[config.mk]
export PLATFORM = sky130hd
export DESIGN_NAME = halton_point_generator
export DESIGN_NICKNAME = d
export VERILOG_FILES = /design/src/rtl/core/hpg_pkg.sv /design/src/rtl/core/hpg_divider.sv /design/src/rtl/core/halton_point_generator.sv
export SDC_FILE = /design/constraint.sdc
export NUM_CORES = 1
export LEC_CHECK = 0
export ABC_AREA = 0
export ABC_CLOCK_PERIOD_IN_PS = 6600
export BUFFER_PORTS_ARGS = -buffer_cell sky130_fd_sc_hd__buf_2
export CAP_MARGIN = 20
export CORE_MARGIN = 5
export CORE_UTILIZATION = 65
export CTS_BUF_LIST = sky130_fd_sc_hd__clkbuf_8
export CTS_CLUSTER_SIZE = 28
export DETAILED_ROUTE_END_ITERATION = 8
export PLACE_DENSITY = 0.95
export REMOVE_ABC_BUFFERS = 1
export SLEW_MARGIN = 25
export SYNTH_ARGS = -nofsm -noshare
export SYNTH_HDL_FRONTEND = slang
export SYNTH_SLANG_ARGS = --single-unit
[constraint.sdc]
create_clock -name clk -period 6.6 [get_ports clk]
set_input_delay 1.65 -clock clk [delete_from_list [all_inputs] [get_ports clk]]
set_output_delay 1.65 -clock clk [all_outputs]
set_load 0.02 [all_outputs]
[src/rtl/core/hpg_pkg.sv]
// Shared constants, types and the prime base table for the Halton point generator.
`timescale 1ns / 1ps

package hpg_pkg;

    // Sizing of the generator.
    localparam int MAX_DIMENSIONS = 8;
    localparam int INDEX_BITS     = 32;
    localparam int FRACTION_BITS  = 32;

    // The shared divider word must hold either an index or a fraction.
    localparam int WORD_BITS = (INDEX_BITS > FRACTION_BITS) ? INDEX_BITS : FRACTION_BITS;

    // Bases go up to the 32nd prime (131), so eight bits cover every digit and base.
    localparam int BASE_BITS        = 8;
    localparam int PRIME_INDEX_BITS = 5;

    // Component numbering and the dimension clamp.
    localparam int COMPONENT_BITS   = (MAX_DIMENSIONS > 1) ? $clog2(MAX_DIMENSIONS) : 1;
    localparam int ACTIVE_DIM_BITS  = 4;
    localparam int DIM_BITS         = $clog2(MAX_DIMENSIONS + 1);
    localparam int DIM_CMP_BITS     = (DIM_BITS > ACTIVE_DIM_BITS) ? DIM_BITS : ACTIVE_DIM_BITS;

    // Sequencer counters.
    localparam int STEP_BITS        = $clog2(WORD_BITS);
    localparam int DIGIT_CNT_BITS   = $clog2(INDEX_BITS + 1);
    localparam int DIGIT_ADDR_BITS  = $clog2(INDEX_BITS);

    // Configuration port.
    localparam int CFG_INDEX_BITS = 2;
    localparam int CFG_DATA_BITS  = 32;
    localparam logic [CFG_INDEX_BITS-1:0] CFG_ACTIVE_DIMENSIONS = 2'd0;
    localparam logic [CFG_INDEX_BITS-1:0] CFG_INITIAL_INDEX     = 2'd1;

    // Control of the shared divide step unit.
    typedef struct packed {
        logic load;
        logic step;
    } hpg_div_ctrl_t;

    // The i-th prime, used as the base of component i.
    function automatic logic [BASE_BITS-1:0] prime_base(input logic [PRIME_INDEX_BITS-1:0] idx);
        logic [BASE_BITS-1:0] p;
        case (idx)
            5'd0:    p = 8'd2;
            5'd1:    p = 8'd3;
            5'd2:    p = 8'd5;
            5'd3:    p = 8'd7;
            5'd4:    p = 8'd11;
            5'd5:    p = 8'd13;
            5'd6:    p = 8'd17;
            5'd7:    p = 8'd19;
            5'd8:    p = 8'd23;
            5'd9:    p = 8'd29;
            5'd10:   p = 8'd31;
            5'd11:   p = 8'd37;
            5'd12:   p = 8'd41;
            5'd13:   p = 8'd43;
            5'd14:   p = 8'd47;
            5'd15:   p = 8'd53;
            5'd16:   p = 8'd59;
            5'd17:   p = 8'd61;
            5'd18:   p = 8'd67;
            5'd19:   p = 8'd71;
            5'd20:   p = 8'd73;
            5'd21:   p = 8'd79;
            5'd22:   p = 8'd83;
            5'd23:   p = 8'd89;
            5'd24:   p = 8'd97;
            5'd25:   p = 8'd101;
            5'd26:   p = 8'd103;
            5'd27:   p = 8'd107;
            5'd28:   p = 8'd109;
            5'd29:   p = 8'd113;
            5'd30:   p = 8'd127;
            5'd31:   p = 8'd131;
            default: p = 8'd2;
        endcase
        return p;
    endfunction

endpackage

[src/rtl/core/hpg_divider.sv]
// Bit-serial restoring divide step unit shared by digit extraction and fraction building.
`timescale 1ns / 1ps

module hpg_divider
    import hpg_pkg::*;
(
    input  logic                 clk,
    input  hpg_div_ctrl_t        ctrl,
    input  logic [WORD_BITS-1:0] load_word,
    input  logic [BASE_BITS-1:0] load_rem,
    input  logic [BASE_BITS-1:0] base,
    output logic [WORD_BITS-1:0] word,
    output logic [BASE_BITS-1:0] rem
);

    logic [WORD_BITS-1:0] word_reg;
    logic [WORD_BITS-1:0] word_next;
    logic [BASE_BITS-1:0] rem_reg;
    logic [BASE_BITS-1:0] rem_next;
    logic [BASE_BITS:0]   shifted;
    logic [BASE_BITS:0]   diff;
    logic                 fits;

    // One step: bring down the top bit of the word, subtract the base where it fits,
    // and shift the quotient bit in at the bottom of the word.
    always_comb
    begin
        shifted   = {rem_reg, word_reg[WORD_BITS-1]};
        fits      = (shifted >= {1'b0, base});
        diff      = shifted - {1'b0, base};
        word_next = word_reg;
        rem_next  = rem_reg;
        if (ctrl.load)
        begin
            word_next = load_word;
            rem_next  = load_rem;
        end
        else if (ctrl.step)
        begin
            word_next = {word_reg[WORD_BITS-2:0], fits};
            rem_next  = fits ? diff[BASE_BITS-1:0] : shifted[BASE_BITS-1:0];
        end
    end

    // Working registers carry payload only and need no reset.
    always_ff @(posedge clk)
    begin
        word_reg <= word_next;
        rem_reg  <= rem_next;
    end

    assign word = word_reg;
    assign rem  = rem_reg;

endmodule

[src/rtl/core/halton_point_generator.sv]
// Top level of the Halton point generator: sequencer, digit store and result register.
`timescale 1ns / 1ps

// Each accepted request with next_point set yields one result per active dimension, the
// radical inverse of the current index in the bases 2, 3, 5, 7 and so on, as a truncated
// Q0.32 fraction; the index then steps by one and wraps. All arithmetic runs through one
// bit-serial divide unit that retires one bit per cycle. For each component the index is
// taken apart into its digits in that base, one full division per digit, and the digits
// are then folded back into the fraction, most significant first, one full division per
// digit; index zero skips both. Larger bases have fewer digits and so take less work.
// The request channel is ready only between points. A finished result waits in its own
// output register while the next component is worked out. Writing register 1 reloads
// the index counter; a request with next_point clear yields nothing.

module halton_point_generator
    import hpg_pkg::*;
(
    input  logic                      clk,
    input  logic                      rst_n,
    input  logic                      cfg_we,
    input  logic [CFG_INDEX_BITS-1:0] cfg_index,
    input  logic [CFG_DATA_BITS-1:0]  cfg_data,
    input  logic                      request_valid,
    output logic                      request_ready,
    input  logic                      next_point,
    output logic                      result_valid,
    input  logic                      result_ready,
    output logic [COMPONENT_BITS-1:0] component,
    output logic [FRACTION_BITS-1:0]  coordinate,
    output logic [INDEX_BITS-1:0]     point_index,
    output logic                      last_component
);

    typedef enum logic [2:0] {
        ST_IDLE,
        ST_START,
        ST_EXTRACT,
        ST_EXT_DONE,
        ST_ACC_NEXT,
        ST_ACCUM,
        ST_ACC_DONE,
        ST_EMIT
    } state_t;

    state_t                     state_reg,              state_next;
    logic [ACTIVE_DIM_BITS-1:0] active_dimensions_reg,  active_dimensions_next;
    logic [INDEX_BITS-1:0]      index_counter_reg,      index_counter_next;
    logic [INDEX_BITS-1:0]      work_index_reg,         work_index_next;
    logic [COMPONENT_BITS-1:0]  dims_last_reg,          dims_last_next;
    logic [COMPONENT_BITS-1:0]  comp_reg,               comp_next;
    logic [STEP_BITS-1:0]       step_reg,               step_next;
    logic [DIGIT_CNT_BITS-1:0]  digit_cnt_reg,          digit_cnt_next;
    logic [FRACTION_BITS-1:0]   acc_reg,                acc_next;
    logic                       result_valid_reg,       result_valid_next;
    logic [COMPONENT_BITS-1:0]  component_reg,          component_next;
    logic [FRACTION_BITS-1:0]   coordinate_reg,         coordinate_next;
    logic [INDEX_BITS-1:0]      point_index_reg,        point_index_next;
    logic                       last_component_reg,     last_component_next;

    logic [BASE_BITS-1:0]       digits_reg [INDEX_BITS];
    logic                       digit_we;
    logic [DIGIT_ADDR_BITS-1:0] digit_wr_addr;
    logic [DIGIT_CNT_BITS-1:0]  digit_cnt_dec;
    logic [DIGIT_ADDR_BITS-1:0] digit_rd_addr;

    hpg_div_ctrl_t              div_ctrl;
    logic [WORD_BITS-1:0]       div_load_word;
    logic [BASE_BITS-1:0]       div_load_rem;
    logic [WORD_BITS-1:0]       div_word;
    logic [BASE_BITS-1:0]       div_rem;
    logic [BASE_BITS-1:0]       base;
    logic [INDEX_BITS-1:0]      quotient;
    logic [DIM_CMP_BITS-1:0]    dims_clamped;
    logic                       is_last;

    // Base of the component under work and the quotient left by the last extraction.
    assign base     = prime_base(PRIME_INDEX_BITS'(comp_reg));
    assign quotient = div_word[INDEX_BITS-1:0];
    assign is_last  = (comp_reg == dims_last_reg);

    // Digit store addressing: write at the fill count, read the most significant left.
    assign digit_wr_addr = digit_cnt_reg[DIGIT_ADDR_BITS-1:0];
    assign digit_cnt_dec = digit_cnt_reg - 1'b1;
    assign digit_rd_addr = digit_cnt_dec[DIGIT_ADDR_BITS-1:0];

    // Zero dimensions acts as one and anything above the maximum acts as the maximum.
    always_comb
    begin
        dims_clamped = DIM_CMP_BITS'(active_dimensions_reg);
        if (dims_clamped == '0)
        begin
            dims_clamped = DIM_CMP_BITS'(1);
        end
        else if (dims_clamped > DIM_CMP_BITS'(MAX_DIMENSIONS))
        begin
            dims_clamped = DIM_CMP_BITS'(MAX_DIMENSIONS);
        end
    end

    hpg_divider u_divider (
        .clk       (clk),
        .ctrl      (div_ctrl),
        .load_word (div_load_word),
        .load_rem  (div_load_rem),
        .base      (base),
        .word      (div_word),
        .rem       (div_rem)
    );

    // Sequencer: take the index apart into digits, then fold them back into a fraction.
    always_comb
    begin
        state_next             = state_reg;
        active_dimensions_next = active_dimensions_reg;
        index_counter_next     = index_counter_reg;
        work_index_next        = work_index_reg;
        dims_last_next         = dims_last_reg;
        comp_next              = comp_reg;
        step_next              = step_reg;
        digit_cnt_next         = digit_cnt_reg;
        acc_next               = acc_reg;
        result_valid_next      = result_valid_reg;
        component_next         = component_reg;
        coordinate_next        = coordinate_reg;
        point_index_next       = point_index_reg;
        last_component_next    = last_component_reg;
        div_ctrl               = '0;
        div_load_word          = '0;
        div_load_rem           = '0;
        digit_we               = 1'b0;
        request_ready          = (state_reg == ST_IDLE);

        // Configuration writes; unknown register indexes are ignored.
        if (cfg_we)
        begin
            if (cfg_index == CFG_ACTIVE_DIMENSIONS)
            begin
                active_dimensions_next = cfg_data[ACTIVE_DIM_BITS-1:0];
            end
            else if (cfg_index == CFG_INITIAL_INDEX)
            begin
                index_counter_next = INDEX_BITS'(cfg_data);
            end
        end

        // The output register empties when its transaction completes.
        if (result_valid_reg && result_ready)
        begin
            result_valid_next = 1'b0;
        end

        case (state_reg)
            ST_IDLE:
            begin
                if (request_valid && next_point)
                begin
                    work_index_next    = index_counter_reg;
                    index_counter_next = index_counter_reg + 1'b1;
                    dims_last_next     = COMPONENT_BITS'(dims_clamped - 1'b1);
                    comp_next          = '0;
                    state_next         = ST_START;
                end
            end

            ST_START:
            begin
                digit_cnt_next = '0;
                acc_next       = '0;
                if (work_index_reg == '0)
                begin
                    state_next = ST_ACC_NEXT;
                end
                else
                begin
                    div_ctrl.load = 1'b1;
                    div_load_word = WORD_BITS'(work_index_reg) << (WORD_BITS - INDEX_BITS);
                    step_next     = '0;
                    state_next    = ST_EXTRACT;
                end
            end

            ST_EXTRACT:
            begin
                div_ctrl.step = 1'b1;
                step_next     = step_reg + 1'b1;
                if (step_reg == STEP_BITS'(INDEX_BITS - 1))
                begin
                    state_next = ST_EXT_DONE;
                end
            end

            ST_EXT_DONE:
            begin
                // The remainder is the next digit; carry on while the quotient is non-zero.
                digit_we       = 1'b1;
                digit_cnt_next = digit_cnt_reg + 1'b1;
                if (quotient == '0)
                begin
                    state_next = ST_ACC_NEXT;
                end
                else
                begin
                    div_ctrl.load = 1'b1;
                    div_load_word = WORD_BITS'(quotient) << (WORD_BITS - INDEX_BITS);
                    step_next     = '0;
                    state_next    = ST_EXTRACT;
                end
            end

            ST_ACC_NEXT:
            begin
                if (digit_cnt_reg == '0)
                begin
                    state_next = ST_EMIT;
                end
                else
                begin
                    // Divide (digit * 2^F + fraction) by the base, one bit per cycle.
                    div_ctrl.load  = 1'b1;
                    div_load_word  = WORD_BITS'(acc_reg) << (WORD_BITS - FRACTION_BITS);
                    div_load_rem   = digits_reg[digit_rd_addr];
                    digit_cnt_next = digit_cnt_dec;
                    step_next      = '0;
                    state_next     = ST_ACCUM;
                end
            end

            ST_ACCUM:
            begin
                div_ctrl.step = 1'b1;
                step_next     = step_reg + 1'b1;
                if (step_reg == STEP_BITS'(FRACTION_BITS - 1))
                begin
                    state_next = ST_ACC_DONE;
                end
            end

            ST_ACC_DONE:
            begin
                acc_next   = div_word[FRACTION_BITS-1:0];
                state_next = ST_ACC_NEXT;
            end

            ST_EMIT:
            begin
                if (!result_valid_reg || result_ready)
                begin
                    result_valid_next   = 1'b1;
                    component_next      = comp_reg;
                    coordinate_next     = acc_reg;
                    point_index_next    = work_index_reg;
                    last_component_next = is_last;
                    if (is_last)
                    begin
                        state_next = ST_IDLE;
                    end
                    else
                    begin
                        comp_next  = comp_reg + 1'b1;
                        state_next = ST_START;
                    end
                end
            end

            default:
            begin
                state_next = ST_IDLE;
            end
        endcase
    end

    // State and registered outputs.
    always_ff @(posedge clk or negedge rst_n)
    begin
        if (!rst_n)
        begin
            state_reg             <= ST_IDLE;
            active_dimensions_reg <= ACTIVE_DIM_BITS'(1);
            index_counter_reg     <= INDEX_BITS'(1);
            work_index_reg        <= '0;
            dims_last_reg         <= '0;
            comp_reg              <= '0;
            step_reg              <= '0;
            digit_cnt_reg         <= '0;
            acc_reg               <= '0;
            result_valid_reg      <= 1'b0;
            component_reg         <= '0;
            coordinate_reg        <= '0;
            point_index_reg       <= '0;
            last_component_reg    <= 1'b0;
        end
        else
        begin
            state_reg             <= state_next;
            active_dimensions_reg <= active_dimensions_next;
            index_counter_reg     <= index_counter_next;
            work_index_reg        <= work_index_next;
            dims_last_reg         <= dims_last_next;
            comp_reg              <= comp_next;
            step_reg              <= step_next;
            digit_cnt_reg         <= digit_cnt_next;
            acc_reg               <= acc_next;
            result_valid_reg      <= result_valid_next;
            component_reg         <= component_next;
            coordinate_reg        <= coordinate_next;
            point_index_reg       <= point_index_next;
            last_component_reg    <= last_component_next;
        end
    end

    // Digit store, least significant digit first.
    always_ff @(posedge clk)
    begin
        if (digit_we)
        begin
            digits_reg[digit_wr_addr] <= div_rem;
        end
    end

    assign result_valid   = result_valid_reg;
    assign component      = component_reg;
    assign coordinate     = coordinate_reg;
    assign point_index    = point_index_reg;
    assign last_component = last_component_reg;

    // A request for a point moves the index counter on by exactly one.
    assert property (@(posedge clk) disable iff (!rst_n)
        (request_valid && request_ready && next_point && !cfg_we)
        |=> (index_counter_reg == $past(index_counter_reg) + 1'b1))
        else $error("index counter did not step after a point request");

    // A new result appears only out of the emit step.
    assert property (@(posedge clk) disable iff (!rst_n)
        $rose(result_valid_reg) |-> $past(state_reg == ST_EMIT))
        else $error("result register loaded outside the emit step");

    // The divider remainder stays below the base while it is stepping.
    assert property (@(posedge clk) disable iff (!rst_n)
        (state_reg == ST_EXTRACT || state_reg == ST_ACCUM) |-> (div_rem < base))
        else $error("divider remainder not below the base");

    // The digit store never holds more digits than the index has bits.
    assert property (@(posedge clk) disable iff (!rst_n)
        digit_cnt_reg <= DIGIT_CNT_BITS'(INDEX_BITS))
        else $error("digit count beyond the digit store");

endmodule
After elaboration in Yosys (flattened, before gate mapping)
Memories as Yosys holds them, arrays and structs flattened.
Index checks and enable logic that the tools add are counted.
- word-level logic and storage cells: 119
- register bits: 229
- memories kept: 2
- bits of input ports: 40
- ROM bits: 40
- latch bits: 0
- RAM bits: 256
- output and inout port bits: 70
- memories (memory ; depth ; width ; rd ports ; clocked after Yosys merged registers in ; write ports ; line ; RTL):
    digits_reg ; 32 ; 8 ; 1 ; 0 ; 1 ; halton_point_generator.sv:60 ; logic [BASE_BITS-1:0] digits_reg [INDEX_BITS];
    (no name shown) ; 8 ; 5 ; 1 ; 0 ; 0 ; hpg_pkg.sv:44 ; case (idx)
- reduce and logical (&&, ||, !) cells: 24
- muxes and demuxes: 49
- div/mod/pow operators: 0
- $add $sub $neg: 7
- shift-type cells: 0
- bitwise logic cells: 0
- multiply operators: 0
- order comparisons: 2
- equal/unequal tests: 19
- operators with widths (kind ; number):
    two-way mux 32 bit ; 10
    one-hot mux 32 bit (3 select lines) ; 1
    zero test 32 bit ; 2
    one-hot mux 32 bit (2 select lines) ; 1
    two-way mux 8 bit ; 5
    two-way mux 3 bit ; 11
    adder 32 x 1 -> 32 bit (second input constant) ; 1
    one-hot mux 3 bit (8 select lines) ; 1
    one-hot mux 5 bit (4 select lines) ; 1
    one-hot mux 6 bit (3 select lines) ; 1
    two-way mux 5 bit ; 3
    != test 2 bit (second input constant) ; 7
    equality test 3 bit (second input constant) ; 4
    AND reduction 4 bit ; 3
    two-way mux 1 bit ; 11
    AND reduction 2 bit ; 5
    >= comparator 9 x 8 -> 1 bit ; 1
    subtractor 8 bit ; 1
    adder 6 x 1 -> 6 bit (second input constant) ; 1
    equality test 3 x 2 -> 1 bit (second input constant) ; 2
    zero test 6 bit ; 1
    two-way mux 6 bit ; 1
    one-hot mux 3 bit (2 select lines) ; 1
    nonzero test 2 bit ; 3
    22 further kinds ; 23

Depth between registers and ports, before layout
- depth in word-level cells: 6
- gate-level depth with buffers: 12
- mapped depth without buffers: 11

Cells and area by module
From an unflattened synthesis, not the netlist that was laid out.
- cells, all modules: 1646
- area, all modules: 21144.0 um^2
- by module, submodules not included (module ; area each (um^2) ; sequential area each (um^2) ; cells an instance ; instances):
    halton_point_generator ; 18895.6 ; 12419.4 ; 1483 ; 1
    hpg_divider ; 2248.4 ; 1201.2 ; 163 ; 1

Least setup slack after synthesis
No wires, ideal clock.
- path type: reg2reg
- start point: register digit_cnt_reg[0]
- end point: register u_divider.rem_reg[1] (netlist: u_divider.rem[1]), data pin
- library setup time: 268 ps
- clock period less this slack: 3287 ps
- arrival time: 3019 ps
- setup slack: 3313 ps
- data required time: 6332 ps
- cell stages (with the launch flop): 13
- path buffers: 5
- path through: dfrtp_1 -> clkbuf_1 -> buf_2 -> buf_2 -> inv_1 -> ha_1 -> clkbuf_1 -> clkbuf_1 -> mux4_2 -> mux2i_1 -> nor4_1 -> nor4_1 -> o21ai_0
- longest elaborated chain between the ends: 5
- elaborated cells on any way between the ends: 8
- those cells by class: add/sub (1); mux (5); reduce/logical (1); memory (1)
- RTL lines (item ; line ; RTL):
    from (decl) ; halton_point_generator.sv:52 ; logic [DIGIT_CNT_BITS-1:0] digit_cnt_reg, digit_cnt_next;
    from (signal assigned) ; halton_point_generator.sv:301 ; digit_cnt_reg <= digit_cnt_next;
    subtractor 6 x 1 -> 6 bit ; halton_point_generator.sv:83 ; assign digit_cnt_dec = digit_cnt_reg - 1'b1;
    memory (32 x 8 bit) ; n/a ;
    two-way mux 8 bit ; halton_point_generator.sv:212 ; if (digit_cnt_reg == '0)
    two-way mux 8 bit ; halton_point_generator.sv:152 ; case (state_reg)
    two-way mux 8 bit * ; hpg_divider.sv:33 ; if (ctrl.load)
    via u_divider.rem_next[1] ; hpg_divider.sv:19 ; logic [BASE_BITS-1:0] rem_next;
    to (signal assigned) ; hpg_divider.sv:49 ; rem_reg <= rem_next;
    to (decl) ; hpg_divider.sv:18 ; logic [BASE_BITS-1:0] rem_reg;
Mark *: on every way through the listed nets, which the timed path passes. The rest lies on a longest branch.
A chain may end at the register's enable or synchronous reset.

Worst setup path after layout
- start point: register digit_cnt_reg[0]
- end point: register u_divider.rem_reg[0] (netlist: u_divider.rem[0]), data pin
Same word-level chain as after synthesis.

==> out/results.ini <==
[routing]
post_drt_wl_per_cell_um=25.25
antenna_left=0
vias_per_cell=6.919
wl_um=51000
drt_iter0_markers=2279
route.detailed.drc=0
drt_pass1_iterations=8
dr_total_vias=13976

[worst_setup_path]
cpMostUsedCell=nor4_1
crit_start=digit_cnt_reg[0]
r2r_start=digit_cnt_reg[0]
crit_fanout=36
critPathCaptureType=flop
required_ns=6.92
start_kind=flop
crit_path_top_delay_cell=dfrtp_4
crit_chain=inv_1 -> ha_1 -> xor2_4 -> buf_4 -> mux2i_1 -> nor4_1 -> nor4_1 -> o21ai_0
crit_arrival_ns=4.26
critPathKind=reg2reg
max_stage_delay_ns=0.85

[floorplan]
rows=65
chipWidth_um=188.1
core_um2=31390
start_util_pct=65.64
chipHeight_um=188.1
ios=110
dieArea_um2=35360

[timing]
setup_violations=0
hold_viol=0
skew_ns=0.04472
maxSlewViolCount=0
fin_crit_sh_pct=59.68
tightest_slew_ns=1.066
rsz0062_at_grt=false
relSlewSlack_pct=28.76
whs_ns=0.4992
layout_min_cycle_time_ns=3.939
fin_setup_tns_ns=0
max_freq_mhz=253.9

[synthesis]
synth_top_family_by_area=multiplexers
synth_xor_area_share_pct=0.6800
synth_compound_area_share_pct=7.930
ys_seq_area_share_pct=66.10
synth_edf_count=296
synthFlopType=edfxtp_1
ys_seq_elements=485
yosys.area_share.simple_pct=9.192
synth.avg_cell_area_um2=14.26
synth.area.mux_share_pct=12.88
synth_cell_types=63
yosysWarnings=0
synthArstFlopShare_pct=38.97
syn-cell-area_um2=20610
synth_fa_ha_area_share_pct=1.190
synthCells=1445

[power_and_ir_drop]
p_leak_nw=8.955
pwr_density_cell_nw_per_um2=496.1
ir_drop_uv=329.0

[global_route]
grt.total_usage_pct=28.80
grt_antenna_before_repair=1
grt_pass1_wl_um=79570
grt_max_degree=137
grt_overflow=0
grt_pass1_vias=14065

[clock_tree]
clockRootBuffer=clkbuf_8
cts.sinks=485
path_clk_slew_ns=0.06
cts_buffer_depth=3
htreeDepth=3
cts_setup_buffers=0
cts_resized=0
clk_latency_ns=0.63
tritoncts=done
numCtsBuffers=73
hold_buffers=0

[cells_and_area]
syn_to_final_growth_pct=11.35
largest_reg_flops=256
nets=1622
drive_gt1_share_pct=24.00

[min_path]
worstHoldStart=digit_cnt_reg[5]
hp-class=reg2reg

[flow_run]
maxCapViolations=0

[place]
gp_congestion=0.8889
io_buffers=109
place.detailed.hpwl_um=31840

[status]
status=finished, final reports clean

where the power goes:
| group | switching, mW | internal (mW) | total [mW] |
|---|---|---|---|
| registers | 0.817 | 4.24 | 5.06 |
| clock network | 1.13 | 1.11 | 2.23 |
| logic | 2.53 | 1.56 | 4.09 |
| total | 4.48 | 6.91 | 11.4 |
cells in the final DEF (no fill, tap or decap), drive strengths merged, types with 5 or more instances in the layout:
cell type,instances
o221a,5
a21oi,30
nor3,15
nand2b,6
and3,7
o22ai,7
mux2,73
buf,130
ha,18
clkbuf,80
a31oi,8
a22o,34
xnor2,8
o21ai,79
a22oi,34
mux4,64
xor2,8
clkinv,11
or3,7
nor2,69
a211oi,8
nand4,12
nand2,173
inv,53
or2,5
mux2i,39
nor4,60
dfrtp,187
o31ai,5
edfxtp,296
nand3,24
cell families after synthesis:
group | count (synthesis)
flops | 485
simple gates | 401
xor+xnor | 16
mux | 176
compound gates | 244
fa+ha+maj | 19
buf+inv | 104
cell usage after synthesis (11+ instances only):
master,n,share of area (%)
clkbuf_1,66,1.2
nand4_1,11,0.33
dfrtp_1,187,23
a21oi_1,30,0.73
a22oi_1,34,1.2
buf_2,13,0.32
nor3_1,15,0.36
o21ai_0,79,1.9
mux2i_1,39,1.9
mux4_2,64,7.0
a22o_1,34,1.4
nor4_1,60,1.8
inv_1,16,0.29
mux2_2,73,4.0
ha_1,18,1.1
nor2_1,69,1.3
nand2_1,173,3.2
edfxtp_1,296,43
nand3_1,24,0.58
per-stage QoR:
stage	cells	setup WS (ns)	total power, mW	instance area [um^2]	util, %
2_1_floorplan	1357	-0.02843	7.511	20250	-
3_3_place_gp	1885	2.604	8.670	21490	68.46
3_5_place_dp	1885	2.456	8.932	21520	68.56
4_1_cts	2014	2.707	11.19	22830	72.72
5_1_grt	2019	2.513	11.86	22940	73.08
6_report	2020	2.661	11.38	22950	73.09
worst max-delay path, delay by kind of cell (launching register included):
kind            cells  cell delay (ns)
buf+inv             2             0.72
flops               1             0.85
compound gates      1             0.20
simple gates        2             0.57
mux                 1             0.24
xor+xnor            1             0.68
fa+ha+maj           1             0.37
per-layer routing:
metal	track usage, %	part of all wire, %	vias up
li1	-	-	5792
met1	39.37	36	6849
met2	45.17	47	1119
met3	7.316	13	214
met4	11.58	4.2	2
met5	0	0.025	-
path summary, 6_finish.rpt:
check | cells past startpoint | to | slack [ns]
max reg2reg | 8 | u_divider.rem[0] | 2.66
min | 1 | digit_cnt_reg[5] | 0.50
min in group asynchronous | 1 | coordinate[12] | 0.94
min reg2reg | 1 | digit_cnt_reg[5] | 0.50
max in group asynchronous | 2 | result_valid | 4.59
max | 8 | u_divider.rem[0] | 2.66
final cells by class:
class,count,area (um^2)
multi-input combinational,856,6660
clock inverter,50,220.2
clock buffer,79,1087
fill,1709,8447
antenna,1,2.502
tap,402,503.0
timing repair buffer,131,788.3
sequential,485,13620
inverter,16,60.06
(Power assumes the default switching activity.)
